--- src/sv/gswp_pkg.sv ---
// ---------------------------------------------------------------------------
// gswp_pkg
// shared constants, types and table functions of the grid sine-warp generator
// ---------------------------------------------------------------------------
`default_nettype none
package gswp_pkg;

    localparam int MAX_GRID_DEF   = 4096;
    localparam int SINE_DEPTH_DEF = 256;
    localparam int CNT_W          = 13;
    localparam int COORD_W        = 20;
    localparam int WARP_W         = 21;
    localparam int SINE_W         = 16;
    localparam int ADDR_W         = 5;
    localparam logic [63:0] TURN_K = 64'd174992710547;
    localparam logic [63:0] PI_Q30 = 64'd3373259426;

    localparam logic [ADDR_W-1:0] REG_COUNT_X = 5'd0;
    localparam logic [ADDR_W-1:0] REG_COUNT_Y = 5'd4;
    localparam logic [ADDR_W-1:0] REG_COUNT_Z = 5'd8;
    localparam logic [ADDR_W-1:0] REG_STEP_X  = 5'd12;
    localparam logic [ADDR_W-1:0] REG_STEP_Y  = 5'd16;
    localparam logic [ADDR_W-1:0] REG_STEP_Z  = 5'd20;

    typedef struct packed {
        logic                      last;
        logic [COORD_W-1:0]        x;
        logic [COORD_W-1:0]        y;
        logic [COORD_W-1:0]        z;
    } t_point;

    typedef struct packed {
        logic restart;
    } t_req;

    typedef struct packed {
        logic [COORD_W-1:0] ref_x;
        logic [COORD_W-1:0] ref_y;
        logic [COORD_W-1:0] ref_z;
        logic [WARP_W-1:0]  warped_x;
        logic [WARP_W-1:0]  warped_y;
        logic [WARP_W-1:0]  warped_z;
        logic               last_point;
    } t_res;

    // quarter-wave sine entry, Q15, from an integer series in Q30
    function automatic logic [SINE_W-1:0] sine_entry(input int k, input int depth);
        logic [127:0] x, x2, term, pos, neg, sum, val;
        int n;
        x = ((128'(2 * k + 1)) * 128'(PI_Q30)) >> (2 + $clog2(depth));
        x2 = (x * x) >> 30;
        term = x;
        pos = '0;
        neg = '0;
        for (n = 1; n <= 15; n += 2) begin
            // odd powers alternate in sign
            if (!n[1]) pos = pos + term;
            else neg = neg + term;
            term = ((term * x2) >> 30) / 128'((n + 1) * (n + 2));
        end
        sum = (pos > neg) ? pos - neg : '0;
        val = (sum * 128'd32767 + (128'd1 << 29)) >> 30;
        if (val > 128'd32767) val = 128'd32767;
        return val[SINE_W-1:0];
    endfunction

endpackage
`default_nettype wire

--- src/sv/gswp_walk.sv ---
// ---------------------------------------------------------------------------
// gswp_walk
// front: accepts requests, steps the grid indices, forms reference points
// ---------------------------------------------------------------------------
`default_nettype none
module gswp_walk #(
    parameter int MAX_GRID = gswp_pkg::MAX_GRID_DEF
) (
    input  wire logic                         i_clk,
    input  wire logic                         i_rst_n,
    input  wire logic                         i_restart,
    input  wire logic                         i_valid,
    output logic                              o_ready,
    input  wire logic [gswp_pkg::CNT_W-1:0]   i_count_x,
    input  wire logic [gswp_pkg::CNT_W-1:0]   i_count_y,
    input  wire logic [gswp_pkg::CNT_W-1:0]   i_count_z,
    input  wire logic [gswp_pkg::COORD_W-1:0] i_step_x,
    input  wire logic [gswp_pkg::COORD_W-1:0] i_step_y,
    input  wire logic [gswp_pkg::COORD_W-1:0] i_step_z,
    output logic                              o_valid,
    input  wire logic                         i_ready,
    output gswp_pkg::t_point                  o_point
);
    import gswp_pkg::*;
    localparam int IDX_W = $clog2(MAX_GRID + 1);
    localparam int PW    = IDX_W + COORD_W;

    logic [IDX_W-1:0] r_ix, r_iy, r_iz, n_ix, n_iy, n_iz;
    logic [IDX_W-1:0] cx, cy, cz, ux, uy, uz;
    logic             end_x, end_y, end_z, take;
    logic [PW-1:0]    px, py, pz;
    t_point           r_point;
    logic             r_valid;

    function automatic logic [IDX_W-1:0] eff(input logic [CNT_W-1:0] c);
        logic [31:0] w;
        w = 32'(c);
        if (w == 0) return IDX_W'(1);
        if (w > 32'(MAX_GRID)) return IDX_W'(MAX_GRID);
        return IDX_W'(w);
    endfunction

    function automatic logic [COORD_W-1:0] sat(input logic [PW-1:0] v);
        return (v > PW'({COORD_W{1'b1}})) ? {COORD_W{1'b1}} : v[COORD_W-1:0];
    endfunction

    assign cx = eff(i_count_x);
    assign cy = eff(i_count_y);
    assign cz = eff(i_count_z);
    assign ux = i_restart ? '0 : r_ix;
    assign uy = i_restart ? '0 : r_iy;
    assign uz = i_restart ? '0 : r_iz;
    assign end_x = (IDX_W+1)'(ux) + 1'b1 >= (IDX_W+1)'(cx);
    assign end_y = (IDX_W+1)'(uy) + 1'b1 >= (IDX_W+1)'(cy);
    assign end_z = (IDX_W+1)'(uz) + 1'b1 >= (IDX_W+1)'(cz);
    assign px = PW'(ux) * PW'(i_step_x);
    assign py = PW'(uy) * PW'(i_step_y);
    assign pz = PW'(uz) * PW'(i_step_z);

    assign o_ready = !r_valid || i_ready;
    assign take    = i_valid && o_ready;

    always_comb begin
        n_ix = ux;
        n_iy = uy;
        n_iz = uz;
        if (!end_y) begin
            n_iy = uy + 1'b1;
        end else begin
            n_iy = '0;
            if (!end_x) begin
                n_ix = ux + 1'b1;
            end else begin
                n_ix = '0;
                n_iz = end_z ? '0 : uz + 1'b1;
            end
        end
    end

    always_ff @(posedge i_clk) begin
        if (!i_rst_n) begin
            r_ix <= '0;
            r_iy <= '0;
            r_iz <= '0;
            r_valid <= 1'b0;
        end else begin
            if (take) begin
                r_ix <= n_ix;
                r_iy <= n_iy;
                r_iz <= n_iz;
                r_valid <= 1'b1;
            end else if (i_ready) begin
                r_valid <= 1'b0;
            end
        end
    end

    always_ff @(posedge i_clk) begin
        if (take) begin
            r_point.x <= sat(px);
            r_point.y <= sat(py);
            r_point.z <= sat(pz);
            r_point.last <= end_x && end_y && end_z;
        end
    end

    assign o_valid = r_valid;
    assign o_point = r_point;
endmodule
`default_nettype wire

--- config.mk ---
export PLATFORM = sky130hd
export DESIGN_NAME = gswp_walk
export DESIGN_NICKNAME = d
export VERILOG_FILES = /design/src/sv/gswp_pkg.sv /design/src/sv/gswp_walk.sv
export SDC_FILE = /design/constraint.sdc
export NUM_CORES = 2
export LEC_CHECK = 0
export BUFFER_PORTS_ARGS = -buffer_cell sky130_fd_sc_hd__buf_2
export CAP_MARGIN = 30
export CORE_MARGIN = 2
export CORE_UTILIZATION = 28
export CTS_BUF_LIST = sky130_fd_sc_hd__clkbuf_8
export CTS_CLUSTER_DIAMETER = 30
export DETAILED_ROUTE_END_ITERATION = 7
export PLACE_DENSITY = 0.51
export SYNTH_ARGS = -nofsm -noshare
export SYNTH_HDL_FRONTEND = slang
export SYNTH_SLANG_ARGS = --single-unit
--- constraint.sdc ---
create_clock -name i_clk -period 9.3 [get_ports i_clk]
set_input_delay 0.93 -clock i_clk [delete_from_list [all_inputs] [get_ports i_clk]]
set_output_delay 0.93 -clock i_clk [all_outputs]
set_load 0.01 [all_outputs]
Yosys cells after proc, flatten, opt, wreduce, memory -nomap -nowiden:

Index checks and enable logic that the tools add are counted.

* register bits: 101
* output and inout port bits: 63
* logic and storage cells: 67

* add/sub/neg operators: 6
* $mul: 3
* magnitude comparators: 9
* muxes and demuxes: 32
* reductions and logical operators: 9

Operator list (number)
* $mux W13: 21
* $gt A33 B20 Y1 const B: 3
* $mul A13 B20 Y33: 3
* $add A13 B1 Y14 const B: 3
* $ge A14 B13 Y1: 3
* $add A13 B1 Y13 const B: 3
* $gt A13 B13 Y1 const B: 3
* $logic_not A13 Y1: 3
* $mux W1: 11
* $logic_and A1 B1 Y1: 3
* $reduce_bool A2 Y1: 1
* $logic_not A1 Y1: 1
* $logic_or A1 B1 Y1: 1

Depth between registers and ports, before layout:

* depth after elaboration: 9
* gate-level depth with buffers: 28
* depth with buffers taken out: 22

Least setup slack after synthesis:

OpenSTA, ideal clock, no wires.

* kind: input to register
* start point: input i_restart
* end point: register r_point, in the netlist o_point[40], data pin
* library setup time: 274 ps
* arrival: 7085 ps
* data required time: 9026 ps
* path slack: 1940 ps
* stages on the path: 24
* path buffers: 7
* cells stage by stage: buf_2 -> buf_2 -> clkbuf_1 -> clkbuf_1 -> nor2b_1 -> clkbuf_1 -> and2_1 -> fa_1 -> fa_1 -> inv_1 -> fa_1 -> fa_1 -> fa_1 -> inv_1 -> ha_1 -> clkbuf_1 -> and4_1 -> a32o_1 -> or4_1 -> a211oi_1 -> o211ai_1 -> nor4_2 -> buf_2 -> nand3_1

* cells in the longest elaborated chain, start to end: 3

Ends and longest elaborated chain
* start: declaration: line gswp_walk.sv:11 `input wire logic i_restart,`
* $mux W13 *: line gswp_walk.sv:50 `assign ux = i_restart ? '0 : r_ix;`
* $mul A13 B20 Y33 *: line gswp_walk.sv:56 `assign px = PW'(ux) * PW'(i_step_x);`
* $gt A33 B20 Y1: line gswp_walk.sv:44 `return (v > PW'({COORD_W{1'b1}})) ? {COORD_W{1'b1}} : v[COORD_W-1:0];`
* end: declaration: line gswp_walk.sv:32 `t_point r_point;`

Mark *: on every way between the ends. The rest lies on a longest branch, timed or not.
A chain may end at the register's enable or synchronous reset.

Final worst setup path:

* start point: input i_restart
* end point: register r_point, in the netlist o_point[18], data pin

* cells in the longest elaborated chain, start to end: 3

Ends and longest elaborated chain
* $mux W13 *: line gswp_walk.sv:52 `assign uz = i_restart ? '0 : r_iz;`
* $mul A13 B20 Y33 *: line gswp_walk.sv:58 `assign pz = PW'(uz) * PW'(i_step_z);`
* $gt A33 B20 Y1: line gswp_walk.sv:44

Marks and branches as above.

==> results.yml <==
logic_synthesis:
  synth_ff_type: "edfxtp_1"
  synth-edff-count: 61
  async_flop_share_pct: 0
  yosys.cell_types.count: 85
  ys.warnings.count: 0
  synth_area_per_cell_sq_um: 8.40
  ys_seq_elements: 101
  syn_nets: 4762
  syn_area_sq_um: 31800
  yosys-top-cells-area: "fa_1 (37%), ha_1 (11%), inv_1 (8.8%), nand2_1 (7.2%), and2_1 (6.3%)"
  synth_cells: 3788
  post-synth-top-area-fraction_pct: 37.4
  ys_seq_area_share_pct: 8.27
  yosys.area.top_type: "fa_1"
worst_setup_path:
  crit_slowest_cell: "nor2b_2"
  critPathRequiredTime_ns: 9.52
  r2r-start: "r_iz[9]"
  cp-start-kind: "input port"
  cp_common_cell: "fa_1"
  critPathTopFamily: "adder cells"
  max_stage_delay_ns: 0.80
  cp-end-kind: "register"
  r2r-end: "o_point[18]"
  reg2reg_slack_ns: 1.86
  crit_buf_inv: 5
  crit_chain: "buf_2 > nor2b_2 > buf_4 > nand2_1 > fa_1 > inv_1 > fa_1 > fa_1 > fa_1 > inv_1 > fa_1 > inv_1 > ha_1 > a21oi_1 > o211ai_1 > a21boi_0 > a2111oi_0 > a2111o_1 > a32oi_1 > o2111a_1 > nand3_1"
  cp_max_fo: 22
  arrival_ns: 7.92
  reg2reg_depth: 21
  crit_type: "in2reg"
grt:
  grt_overflow: 0
  grt_pass1_vias: 26700
  antenna_found_initial: 16
  grt_first_pass_wirelength_um: 146000
  grt_use_total_pct: 15.7
  grt_max_degree: 50
cts:
  cts_buffer_depth: 2
  cts_tree: "yes"
  hold_buffers: 0
  clkTransAtPathRegs_ns: 0.15
  cts_setup_buffers: 0
  cts_sinks: 101
  cts_buffers: 9
  cts_resized: 0
  cts-root-buf: "clkbuf_8"
  clkLatencyLatePin_ns: 0.52
  htreeDepth: 3
placement:
  hpwlAfterDp_um: 72300
  dp_slack_ns: 1.11
  io_buffers: 166
  placedCellCount: 5302
  place_congestion: 0.873
floorplanning:
  rows: 123
  fp.dieArea_sq_um: 116000
  core_area_sq_um: 113000
  start_util_pct: 28.3
  die_w_um: 341
  die_h_um: 341
  io-pin-count: 167
sta:
  timing.fmax_mhz: 130
  tns_ns: 0
  period_needed_ns: 7.70
  whs_ns: 0.462
  rsz0062_at_grt: "no"
  layout_setup_ws_ns: 1.60
  drv_slew: 0
  slew-limit-headroom_pct: 28.5
  fin_worst_skew_ns: 0.0439
  period_share_pct: 82.8
  hold_viol: 0
  tightest_slew_ns: 1.07
  setup_viol: 0
min_path:
  hp-start: "r_iy[10]"
  hold_end: "r_iy[10]"
  hold_class: "reg2reg"
  worstHoldPathCells: 2
power:
  leakage_nw: 17.2
  power.density_nw_per_um2: 36.2
  peakVddDrop_mv: 0.0719
finish:
  syn2layout_area_growth_pct: 8.39
  layout_common_cells: "inv_1 (744), nand2_1 (610), fa_1 (594)"
  final_common_cell: "inv_1"
  nets: 4787
  drive_above_1_share_pct: 7.62
  final_cells: 5325
route:
  via_per_inst: 4.73
  drcViolationCount: 0
  drtPass1Iterations: 5
  postRouteAntennaNets: 0
  dr.first_iter.drc_count: 1410
  wirelength_um: 88500
  wire_per_inst_um: 16.6
  vias: 25200
outcome:
  status: "finished, final reports clean"
job:
  cap_violations: 0
where the power goes:
| part | total (mW) | internal, mW | switching, mW |
|---|---|---|---|
| logic | 0.363 | 0.116 | 0.247 |
| clock network | 0.358 | 0.133 | 0.225 |
| registers | 0.527 | 0.517 | 0.00988 |
registers in the layout, summed over array words and instances, names as in the netlist:
name	flops
r_iy	13
o_valid	1
o_point	61
r_ix	13
r_iz	13
synth_stat cells (6+ instances only):
cell / count
nand2b_1: 21
inv_1: 745
and3_1: 23
nand3_1: 91
nand3b_1: 9
nand4_1: 41
o21ai_0: 75
or3_1: 8
and2_1: 323
nand2_1: 610
xnor2_1: 56
xor2_1: 34
nor4_1: 12
a211oi_1: 20
o211ai_1: 21
nand4b_1: 7
or2_2: 6
clkbuf_1: 194
nor2_1: 66
ha_1: 276
nor4b_1: 8
nor2b_1: 48
nor3_1: 61
edfxtp_1: 61
dfxtp_1: 40
fa_1: 594
a21oi_1: 123
a21o_1: 34
a22oi_1: 8
o21a_1: 19
buf_2: 16
a31oi_1: 14
and4_1: 7
o21bai_1: 9
through the flow:
stage          utilization (%)  area, sq um  power (mW)
2_1_floorplan                -        31800       0.747
3_3_place_gp              30.4        34200       0.902
3_5_place_dp              30.4        34300       0.904
4_1_cts                   30.6        34500        1.28
5_1_grt                   30.6        34500        1.33
6_report                  30.6        34500        1.25
cells by family after synthesis:
group                    synth area share (%)
buffers and inverters                    11.4
AO/OA/AOI/OAI                            8.22
adder cells (fa/ha/maj)                  48.2
flip-flops                               8.27
multiplexers                            0.263
AND/OR/NAND/NOR                          21.2
XOR/XNOR                                 2.48
worst max-delay path by stage:
stage	endpoint	slack [ns]	depth (start not counted)	start
6_report	o_point[18]	1.60	21	i_restart
5_1_grt	o_point[2]	1.16	21	i_restart
4_1_cts	o_point[18]	1.68	21	i_restart
3_5_place_dp	o_point[18]	1.11	21	i_restart
3_3_place_gp	o_point[24]	1.12	24	i_restart
2_1_floorplan	o_point[40]	1.94	24	i_restart
tightest hold or removal path, cell delays in order (launching register included):
cell and delay [ns]:
dfxtp_1 0.33, nand2_1 0.05, a21oi_1 0.05
final cells by class:
type	count	area, sq um
Antenna cell	7	17.5
Clock buffer	9	124
Clock inverter	7	100
Fill cell	12200	78200
Inverter	745	2800
Multi-Input combinational cell	2728	25600
Sequential cell	101	2630
Tap cell	1500	1880
Timing Repair Buffer	228	1300
layer usage:
layer / share of wire, % / vias up / GRT usage (%) / routed length, um
li1: - / 11800 / - / -
met3: 4.9 / 96 / 2.47 / 4350
met5: 0.11 / - / 0 / 93
met2: 47 / 474 / 26.1 / 41500
met1: 46 / 12800 / 21.2 / 40700
met4: 2.1 / 14 / 4.09 / 1890
Power figures use the tool's default switching activity.
