`src/sv/gswp_pkg.sv`:
```
// ---------------------------------------------------------------------------
// gswp_pkg
// shared constants, types and table functions of the grid sine-warp generator
// ---------------------------------------------------------------------------
`default_nettype none
package gswp_pkg;

    localparam int MAX_GRID_DEF   = 4096;
    localparam int SINE_DEPTH_DEF = 256;
    localparam int CNT_W          = 13;
    localparam int COORD_W        = 20;
    localparam int WARP_W         = 21;
    localparam int SINE_W         = 16;
    localparam int ADDR_W         = 5;
    localparam logic [63:0] TURN_K = 64'd174992710547;
    localparam logic [63:0] PI_Q30 = 64'd3373259426;

    localparam logic [ADDR_W-1:0] REG_COUNT_X = 5'd0;
    localparam logic [ADDR_W-1:0] REG_COUNT_Y = 5'd4;
    localparam logic [ADDR_W-1:0] REG_COUNT_Z = 5'd8;
    localparam logic [ADDR_W-1:0] REG_STEP_X  = 5'd12;
    localparam logic [ADDR_W-1:0] REG_STEP_Y  = 5'd16;
    localparam logic [ADDR_W-1:0] REG_STEP_Z  = 5'd20;

    typedef struct packed {
        logic                      last;
        logic [COORD_W-1:0]        x;
        logic [COORD_W-1:0]        y;
        logic [COORD_W-1:0]        z;
    } t_point;

    typedef struct packed {
        logic restart;
    } t_req;

    typedef struct packed {
        logic [COORD_W-1:0] ref_x;
        logic [COORD_W-1:0] ref_y;
        logic [COORD_W-1:0] ref_z;
        logic [WARP_W-1:0]  warped_x;
        logic [WARP_W-1:0]  warped_y;
        logic [WARP_W-1:0]  warped_z;
        logic               last_point;
    } t_res;

    // quarter-wave sine entry, Q15, from an integer series in Q30
    function automatic logic [SINE_W-1:0] sine_entry(input int k, input int depth);
        logic [127:0] x, x2, term, pos, neg, sum, val;
        int n;
        x = ((128'(2 * k + 1)) * 128'(PI_Q30)) >> (2 + $clog2(depth));
        x2 = (x * x) >> 30;
        term = x;
        pos = '0;
        neg = '0;
        for (n = 1; n <= 15; n += 2) begin
            // odd powers alternate in sign
            if (!n[1]) pos = pos + term;
            else neg = neg + term;
            term = ((term * x2) >> 30) / 128'((n + 1) * (n + 2));
        end
        sum = (pos > neg) ? pos - neg : '0;
        val = (sum * 128'd32767 + (128'd1 << 29)) >> 30;
        if (val > 128'd32767) val = 128'd32767;
        return val[SINE_W-1:0];
    endfunction

endpackage
`default_nettype wire

```
`src/sv/gswp_fifo.sv`:
```
// ---------------------------------------------------------------------------
// gswp_fifo
// two-entry queue between the walk and the warp stages
// ---------------------------------------------------------------------------
`default_nettype none
module gswp_fifo (
    input  wire logic             i_clk,
    input  wire logic             i_rst_n,
    input  wire logic             i_valid,
    output logic                  o_ready,
    input  wire gswp_pkg::t_point i_data,
    output logic                  o_valid,
    input  wire logic             i_ready,
    output gswp_pkg::t_point      o_data
);
    import gswp_pkg::*;
    t_point     r_mem [2];
    logic       r_wp, r_rp;
    logic [1:0] r_cnt;
    logic       push, pop;

    assign o_ready = r_cnt != 2'd2;
    assign o_valid = r_cnt != 2'd0;
    assign o_data  = r_mem[r_rp];
    assign push    = i_valid && o_ready;
    assign pop     = o_valid && i_ready;

    always_ff @(posedge i_clk) begin
        if (!i_rst_n) begin
            r_wp <= 1'b0;
            r_rp <= 1'b0;
            r_cnt <= '0;
        end else begin
            if (push) r_wp <= !r_wp;
            if (pop) r_rp <= !r_rp;
            r_cnt <= r_cnt + 2'(push) - 2'(pop);
        end
    end

    always_ff @(posedge i_clk) begin
        if (push) r_mem[r_wp] <= i_data;
    end
endmodule
`default_nettype wire

```
`config.mk`:
```
export PLATFORM = sky130hd
export DESIGN_NAME = gswp_fifo
export DESIGN_NICKNAME = d
export VERILOG_FILES = /design/src/sv/gswp_pkg.sv /design/src/sv/gswp_fifo.sv
export SDC_FILE = /design/constraint.sdc
export NUM_CORES = 1
export LEC_CHECK = 0
export BUFFER_PORTS_ARGS = -buffer_cell sky130_fd_sc_hd__buf_4
export CORE_AREA = 10 10 205 110
export DETAILED_ROUTE_END_ITERATION = 16
export DIE_AREA = 0 0 215 120
export PLACE_DENSITY = 0.5
export SLEW_MARGIN = 15
export SYNTH_ARGS = -nofsm -noshare
export SYNTH_HDL_FRONTEND = slang
export SYNTH_SLANG_ARGS = --single-unit
```
`constraint.sdc`:
```
create_clock -name i_clk -period 2.7 [get_ports i_clk]
set_input_delay 0.405 -clock i_clk [delete_from_list [all_inputs] [get_ports i_clk]]
set_output_delay 0.405 -clock i_clk [all_outputs]
set_load 0.02 [all_outputs]
```
# Word-level counts from Yosys, hierarchy flattened
# Memories as Yosys holds them, arrays and structs flattened. A register that Yosys moved wholly into a read port is not among the register bits.
# Cells that the tools add are included.
# totals
n_memories	1
word_cells	16
ff_bits	4
output_inout_bits	63
ram_bits	122
# mem_list
name	depth	width	rd	rd_clocked_by_memory_dff	wr	line	source
r_mem	2	61	1	1	1	gswp_fifo.sv:17	t_point r_mem [2];
# op_classes
add_sub_neg	2
eq_ne	1
reduce_logical	5
n_mux	4
# op_table
cell	count
$mux W1	4
$add A2 B1 Y2	1
$logic_and A1 B1 Y1	2
$logic_not A1 Y1	2
$ne A2 B2 Y1 const B	1
$reduce_bool A2 Y1	1
$sub A2 B1 Y2	1

# Longest topological paths before layout
# Gate-level depths: netlist (run 1).
# logic_depth
ltp_word	4
ltp_mapped	6
ltp_nobuf	6

# Least setup slack after synthesis (run 1)
# OpenSTA, ideal clock, no wires.
# synth_timing
path_kind	flip-flop to flip-flop
startpoint	reg r_cnt[0]
endpoint	mem r_mem[0][0] in the netlist's numbering (enable)
synth_period_minus_slack_ns	2.431
path_stages_with_launch	4
required_time_ns	2.285
path_buffers	0
arrival_ns	2.015
setup_slack_ns	0.269
cell_sequence	dfxtp_1 > nand2b_1 > nand3b_1 > inv_1
# synth_via
elab_chain_cells	4
# synth_rtl
element	line	source
start: declaration	gswp_fifo.sv:19	logic [1:0] r_cnt;
start signal: assignment	gswp_fifo.sv:36	r_cnt <= r_cnt + 2'(push) - 2'(pop);
$ne A2 B2 Y1	gswp_fifo.sv:22	assign o_ready = r_cnt != 2'd2;
via o_ready	gswp_fifo.sv:10	output logic o_ready,
$logic_and A1 B1 Y1	gswp_fifo.sv:25	assign push = i_valid && o_ready;
$mux W1	gswp_fifo.sv:41	if (push) r_mem[r_wp] <= i_data;
$mux W1 (implied by the code)	gswp_fifo.sv:41	
end: declaration	gswp_fifo.sv:17	
# The timed path passes the listed nets, and every way through them passes these cells.

==> out/results.tsv, run 1 <==
metric	value	unit
status	completed	
syn-num-nets	286	
first_global_vias	2774	
layout_setup_ws	0.465	ns
cts_tree	built	
grt_antenna_before_repair	0	
setup_viol	0	
hold_violations	0	
p_per_area	937	nW/um^2
min_period	2.24	ns
post_cts_resized	0	
avgSynthCellArea	21.4	sq um
post_cts_buffers	0	
pre_cts_ws	0.870	ns
final.setup_skew	0.0110	ns
first_iter_violations	113	
pin_count	128	
postSynthCellCount	220	
ys_ff_latch	127	
drive_gt1_share	45.8	%
place.port_buffers	127	
die_w	215	um
grtUsageTotal	8.94	%
peakVddDrop	0.428	mV
rsz0062_at_grt	no	
synth_top_cell_by_area	edfxtp_1	
clockBufferDepth	2	
ys_top_cells_by_area	edfxtp_1 78%, mux2_1 14%, dfxtp_1 2.1%, buf_6 1.4%, nor4bb_2 0.35%	
fillCellCount	1833	
synth-seq-area-share	80.1	%
dpl_cell_area	5970	sq um
cts_buffers	17	
grt_first_pass_wirelength	17000	um
rr_worst_depth	3	
netlist_area	4700	sq um
routed_via_density	3.89	
critPathArrivalTime	1.83	ns
placement_rows	36	
regArea	3770	sq um
num_antenna_cells	0	
finalInstanceArea	6600	sq um
start_kind	flip-flop	
r2r_slack	0.98	ns
core_area	19100	sq um
hold_buffers	0	
final_util	34.6	%
tightest_slew	0.516	ns
clock_latency	0.42	ns
period_share	82.8	%
clk_root_buffer_cell	clkbuf_16	
syn_to_final_growth	40.4	%
synth.top_cell.area_share	78.0	%
via_count	2508	
grt-ovfl-total	0	
worstPathMaxFanout	22	
place.gp.congestion	0.668	
achievable-frequency	0.447	GHz
clkTransAtPathRegs	0.06	ns
final_nets	431	
final_cell_mix	132 x buf_4, 122 x edfxtp_1, 60 x mux2_1, 17 x clkbuf_16, 5 x clkinvlp_4	
cpPeakStageDelay	0.55	ns
hold_depth	1	
start_util	24.7	%
holdWs	0.174	ns
drc	0	
timing.setup.tns	0	ns
crit_chain	buf_4, mux2_1, buf_4	
final_common_cell	buf_4	
grt_max_degree	36	
max_cap_violations	0	
r2r_end	r_mem[1][36]	
drt-pass1-iter-count	4	
holdPathEnd	r_mem[0][33]	
die_area	25800	sq um
worstHoldPathType	primary input to flip-flop	
totalWireLength	11500	um
worst_path_max_delay_cell	dfxtp_4	
r2r_start	r_cnt[0]	
cp_common_cell	buf_4	
numClockSinks	127	
ant_nets	0	
cp_top_family	flip-flops	
timing.critical_path.buf_inv	2	
multiInputGateArea	856	sq um
cp_data_required_time	2.30	ns
ys_types	27	
crit_type	flip-flop to output pin	
worstHoldStart	i_data[33]	
htreeDepth	4	
slew_headroom	65.6	%
yosys_warnings	0	
p_leak	2.44	nW
drv_slew	0	
die_h	120	um
end_kind	output pin	
wl_per_cell	17.8	um
==> cells by family after synthesis <==
family | count (synthesis) | share of synthesized area (%)
simple gates | 15 | 2.21
mux | 61 | 14.6
xor+xnor | 1 | 0.186
compound gates | 6 | 0.932
fa+ha+maj | 1 | 0.266
buf+inv | 9 | 1.70
flops | 127 | 80.1
==> report_power, final <==
part	leakage, nW	switching (mW)	internal, mW
registers	1.18	0.0918	2.40
logic	0.962	0.752	0.581
clock network	0.291	0.834	1.53
total	2.44	1.68	4.50
==> stage by stage <==
step	std cells	power, mW
finish	644	6.18
global route	644	6.47
CTS	644	6.30
detailed placement	612	3.89
global placement	612	3.88
floorplan	220	3.27
==> metal layers <==
layer / vias up / track usage [%] / wire length (um)
li1: 1161 / - / -
met1: 1232 / 12.3 / 5830
met2: 102 / 11.4 / 4450
met3: 13 / 4.56 / 1050
met4: 0 / 3.80 / 147
met5: - / 0 / 0
==> worst max-delay path by stage <==
stage          cells after the start  startpoint          end
3_5_place_dp                       3   flip-flop   o_data[27]
5_1_grt                            3   flip-flop   o_data[38]
4_1_cts                            3   flip-flop   o_data[27]
6_report                           3   flip-flop   o_data[27]
3_3_place_gp                       3   flip-flop   o_data[27]
2_1_floorplan                      3    r_cnt[0]  r_mem[0][0]
==> final cells by class <==
class | count | share of cell area (%)
Sequential cell | 127 | 57.1
Timing Repair Buffer | 133 | 15.3
Multi-Input combinational cell | 84 | 13.0
Clock buffer | 20 | 7.07
Tap cell | 266 | 5.04
Clock inverter | 12 | 2.41
Inverter | 2 | 0.114
==> flip-flops by register name (all words and copies together) (netlist names), named ones only <==
register	cells
r_cnt	2
r_mem	122
r_rp	1
r_wp	1
==> cells in the mapped netlist <==
| master | count |
|---|---|
| edfxtp_1 | 122 |
| nand3_1 | 1 |
| nand2b_1 | 1 |
| and3_2 | 1 |
| nor2_1 | 4 |
| buf_6 | 6 |
| nor3_2 | 1 |
| xor2_1 | 1 |
| or2_2 | 1 |
| nor2b_1 | 1 |
| inv_1 | 2 |
| a21bo_1 | 1 |
| ha_1 | 1 |
| a21oi_1 | 1 |
| o21ba_1 | 1 |
| nor4_1 | 1 |
| o21ai_0 | 1 |
| o31a_1 | 1 |
| nor4bb_2 | 1 |
| buf_2 | 1 |
| dfxtp_1 | 5 |
| mux2_1 | 60 |
| and3_4 | 1 |
| and2_1 | 1 |
| mux2_2 | 1 |
| o21ai_1 | 1 |
| nand3b_1 | 1 |
Power figures use the tool's default switching activity.
==> inputs of run 2 (changes only) <==
- ABC_AREA: not set -> 1
- CORE_AREA: 10 10 205 110 -> 10 10 210 113
- DIE_AREA: 0 0 215 120 -> 0 0 220 123
- PLACE_DENSITY: 0.5 -> 0.49
- clock period: 2.7 -> 2.3 ns (I/O delays scaled with it)
==> run 2 against run 1 <==
  * Final area increased by 2.6%
  * Routed wire length down 2.3%
  * Utilization is 0.94 points lower
  * Combinational power grew 73%
==> out/results.tsv, run 2 <==
metric	value	unit	change
status	completed		
syn-num-nets	292		+2.1%
power_frac_seq	38.6	%	-1.7 points
rsz0062_at_grt	no		
dpl.cell_count	626		+2.3%
htreeDepth	4		unchanged
synth_compound_area_share	0.101	%	-0.83 points
min_period	2.12	ns	
crit_type	flip-flop to output pin		
crit_chain	buf_4, mux2_4, buf_4		
final.setup_skew	0.0107	ns	-0.000306 ns
setup_viol	0		unchanged
grt_max_degree	32		-11%
r2r_start	r_cnt[0]		
r2r_slack	0.68	ns	-0.30 ns
period_share	92.3	%	
ant_nets	0		unchanged
final_common_cell	buf_4		
pin_count	128		unchanged
post_cts_buffers	0		unchanged
tightest_slew	0.463	ns	-0.0538 ns
p_total	7.99	mW	+29%
peakVddDrop	0.473	mV	+11%
cpPeakStageDelay	0.58	ns	+0.03 ns
place.port_buffers	127		unchanged
p_int	5.75	mW	+28%
worstPathMaxFanout	16		-27%
p_switching	2.24	mW	+34%
end_kind	output pin		
synth_top_cell_by_area	edfxtp_1		
num_antenna_cells	0		unchanged
use_met3	4.54	%	-0.028 points
yosys-mux-area-fraction	18.5	%	+3.8 points
synth_common_cells	122 x edfxtp_1, 60 x mux2_4, 11 x nand2_1		
cts_tree	built		
cp_common_cell	buf_4		
hold_violations	0		unchanged
worst_path_max_delay_cell	dfxtp_4		
drt-pass1-iter-count	4		unchanged
start_util	24.6	%	-0.067 points
clk_root_buffer_cell	clkbuf_16		
ys_ff_latch	127		unchanged
timing.critical_path.buf_inv	2		unchanged
synthXorXnorAreaFrac	0.177	%	-0.0092 points
grt_util_met1	10.7	%	-1.5 points
critPathArrivalTime	1.78	ns	-0.05 ns
largest_reg_flops	122		unchanged
p_leak	2.63	nW	+8.0%
pwr-share-comb	28.8	%	+7.2 points
die_area	27100	sq um	+4.9%
wl_per_cell	17.0	um	-4.4%
first_global_vias	2733		-1.5%
final_nets	438		+1.6%
placement_rows	37		+2.8%
die_h	123	um	+2.5%
synthSimpleGateAreaFrac	1.67	%	-0.54 points
r2r_end	r_mem[0][24]		
post_cts_resized	0		unchanged
synth.top_cell.area_share	74.1	%	-3.8 points
slew_headroom	69.2	%	+3.6 points
cp_data_required_time	1.96	ns	-0.34 ns
top_usage_layer	met2		
synth_most_common_cell	edfxtp_1		
avgSynthCellArea	21.9	sq um	+2.4%
top_regs	r_mem x122, r_cnt x2		
synth_async_sr_flop_share	0	%	unchanged
rr_worst_depth	5		+2
routed_via_density	3.76		-3.3%
netSwitchingFraction	28.1	%	+0.94 points
regMostFlops	r_mem		
achievable-frequency	0.471	GHz	
synth-seq-area-share	76.2	%	-3.9 points
synth_edf_count	122		unchanged
clkTransAtPathRegs	0.06	ns	about the same
fin_cells	658		+2.2%
ys_top_cells_by_area	edfxtp_1 74%, mux2_4 18%, buf_12 2.4%, dfxtp_1 2.0%, nand2_1 0.84%		
place.gp.congestion	0.684		+2.4%
max_cap_violations	0		unchanged
p_per_area	1180	nW/um^2	+26%
yosys_warnings	0		unchanged
start_kind	flip-flop		
holdPathEnd	r_mem[1][39]		
clock_latency	0.41	ns	about the same
cp_top_family	flip-flops		
worstHoldPathType	primary input to flip-flop		
drv_slew	0		unchanged
core_area	20100	sq um	+5.5%
synth_top_family_by_area	multiplexers		
clockBufferDepth	2		unchanged
grt_first_pass_wirelength	16300	um	-4.2%
timing.setup.tns	0	ns	unchanged
drc	0		unchanged
postSynthCellCount	226		+2.7%
synthAdderAreaFrac	0.253	%	-0.013 points
grt-ovfl-total	0		unchanged
final_cell_mix	132 x buf_4, 122 x edfxtp_1, 60 x mux2_4, 17 x clkbuf_16, 11 x nand2_1		
cts_buffers	17		unchanged
synth_top_flop_cell	edfxtp_1		
first_iter_violations	121		+7.1%
numClockSinks	127		unchanged
hold_depth	1		unchanged
clockPowerShare	32.6	%	-5.6 points
grtUsageTotal	8.31	%	-0.62 points
hpwl	7970	um	
drive_gt1_share	57.9	%	+12 points
via_count	2477		-1.2%
netlist_area	4940	sq um	+5.2%
worstHoldStart	i_data[39]		
syn_to_final_growth	37.0	%	
ys_types	14		-48%
totalWireLength	11200	um	-2.3%
die_w	220	um	+2.3%
hold_buffers	0		unchanged
use_met2	11.0	%	-0.33 points
grt_antenna_before_repair	0		unchanged
## run 2: routing by layer
layer / wire length (um) / share of wire [%]
met4: 154 / 1.4
met5: 0 / 0
met1: 5310 / 47
met2: 4600 / 41
met3: 1150 / 10
## run 2: logic make-up after synthesis
family / after synthesis
DFF: 127
muxes: 61
and+or+nand+nor: 21
buffers and inverters: 14
AOI/OAI and AO/OA: 1
xor gates and xnor gates: 1
adders and majority gates: 1
## run 2: through the flow
stage	setup slack, ns	util, %	area, sq um	hold WS (ns)
after detailed placement	0.588	30.9	6200	0.503
after CTS	0.122	33.7	6770	0.0859
after global routing	0.0933	33.7	6770	0.0879
final	0.178	33.7	6770	0.110
after floorplan	-0.492	-	4950	0.438
after global placement	0.606	30.9	6200	0.483
## run 2: worst max path at each step
stage	start	to	slack (ns)	cells past startpoint
after global placement	flip-flop	o_data[56]	0.61	3
after floorplan	r_cnt[0]	r_mem[1][0]	-0.49	4
final	flip-flop	o_data[29]	0.18	3
after detailed placement	flip-flop	o_data[24]	0.59	3
after CTS	flip-flop	o_data[29]	0.12	3
after global routing	flip-flop	o_data[29]	0.09	3
## run 2: layout make-up
cell class	count	area (sq um)
inverter	7	26.3
tap	273	342
multi-input combinational	85	1040
clock inverter	9	120
clock buffer	23	448
sequential	127	3770
fill	1961	13300
timing repair buffer	134	1030
## run 2: power groups by stage
stage                     registers, mW  logic, mW  clock network [mW]
after floorplan                    3.06       1.60                   0
after global placement             3.13       2.34                   0
after detailed placement           3.14       2.36                   0
after CTS                          3.09       2.37                2.69
after global routing               3.12       2.47                2.79
final                              3.08       2.30                2.61
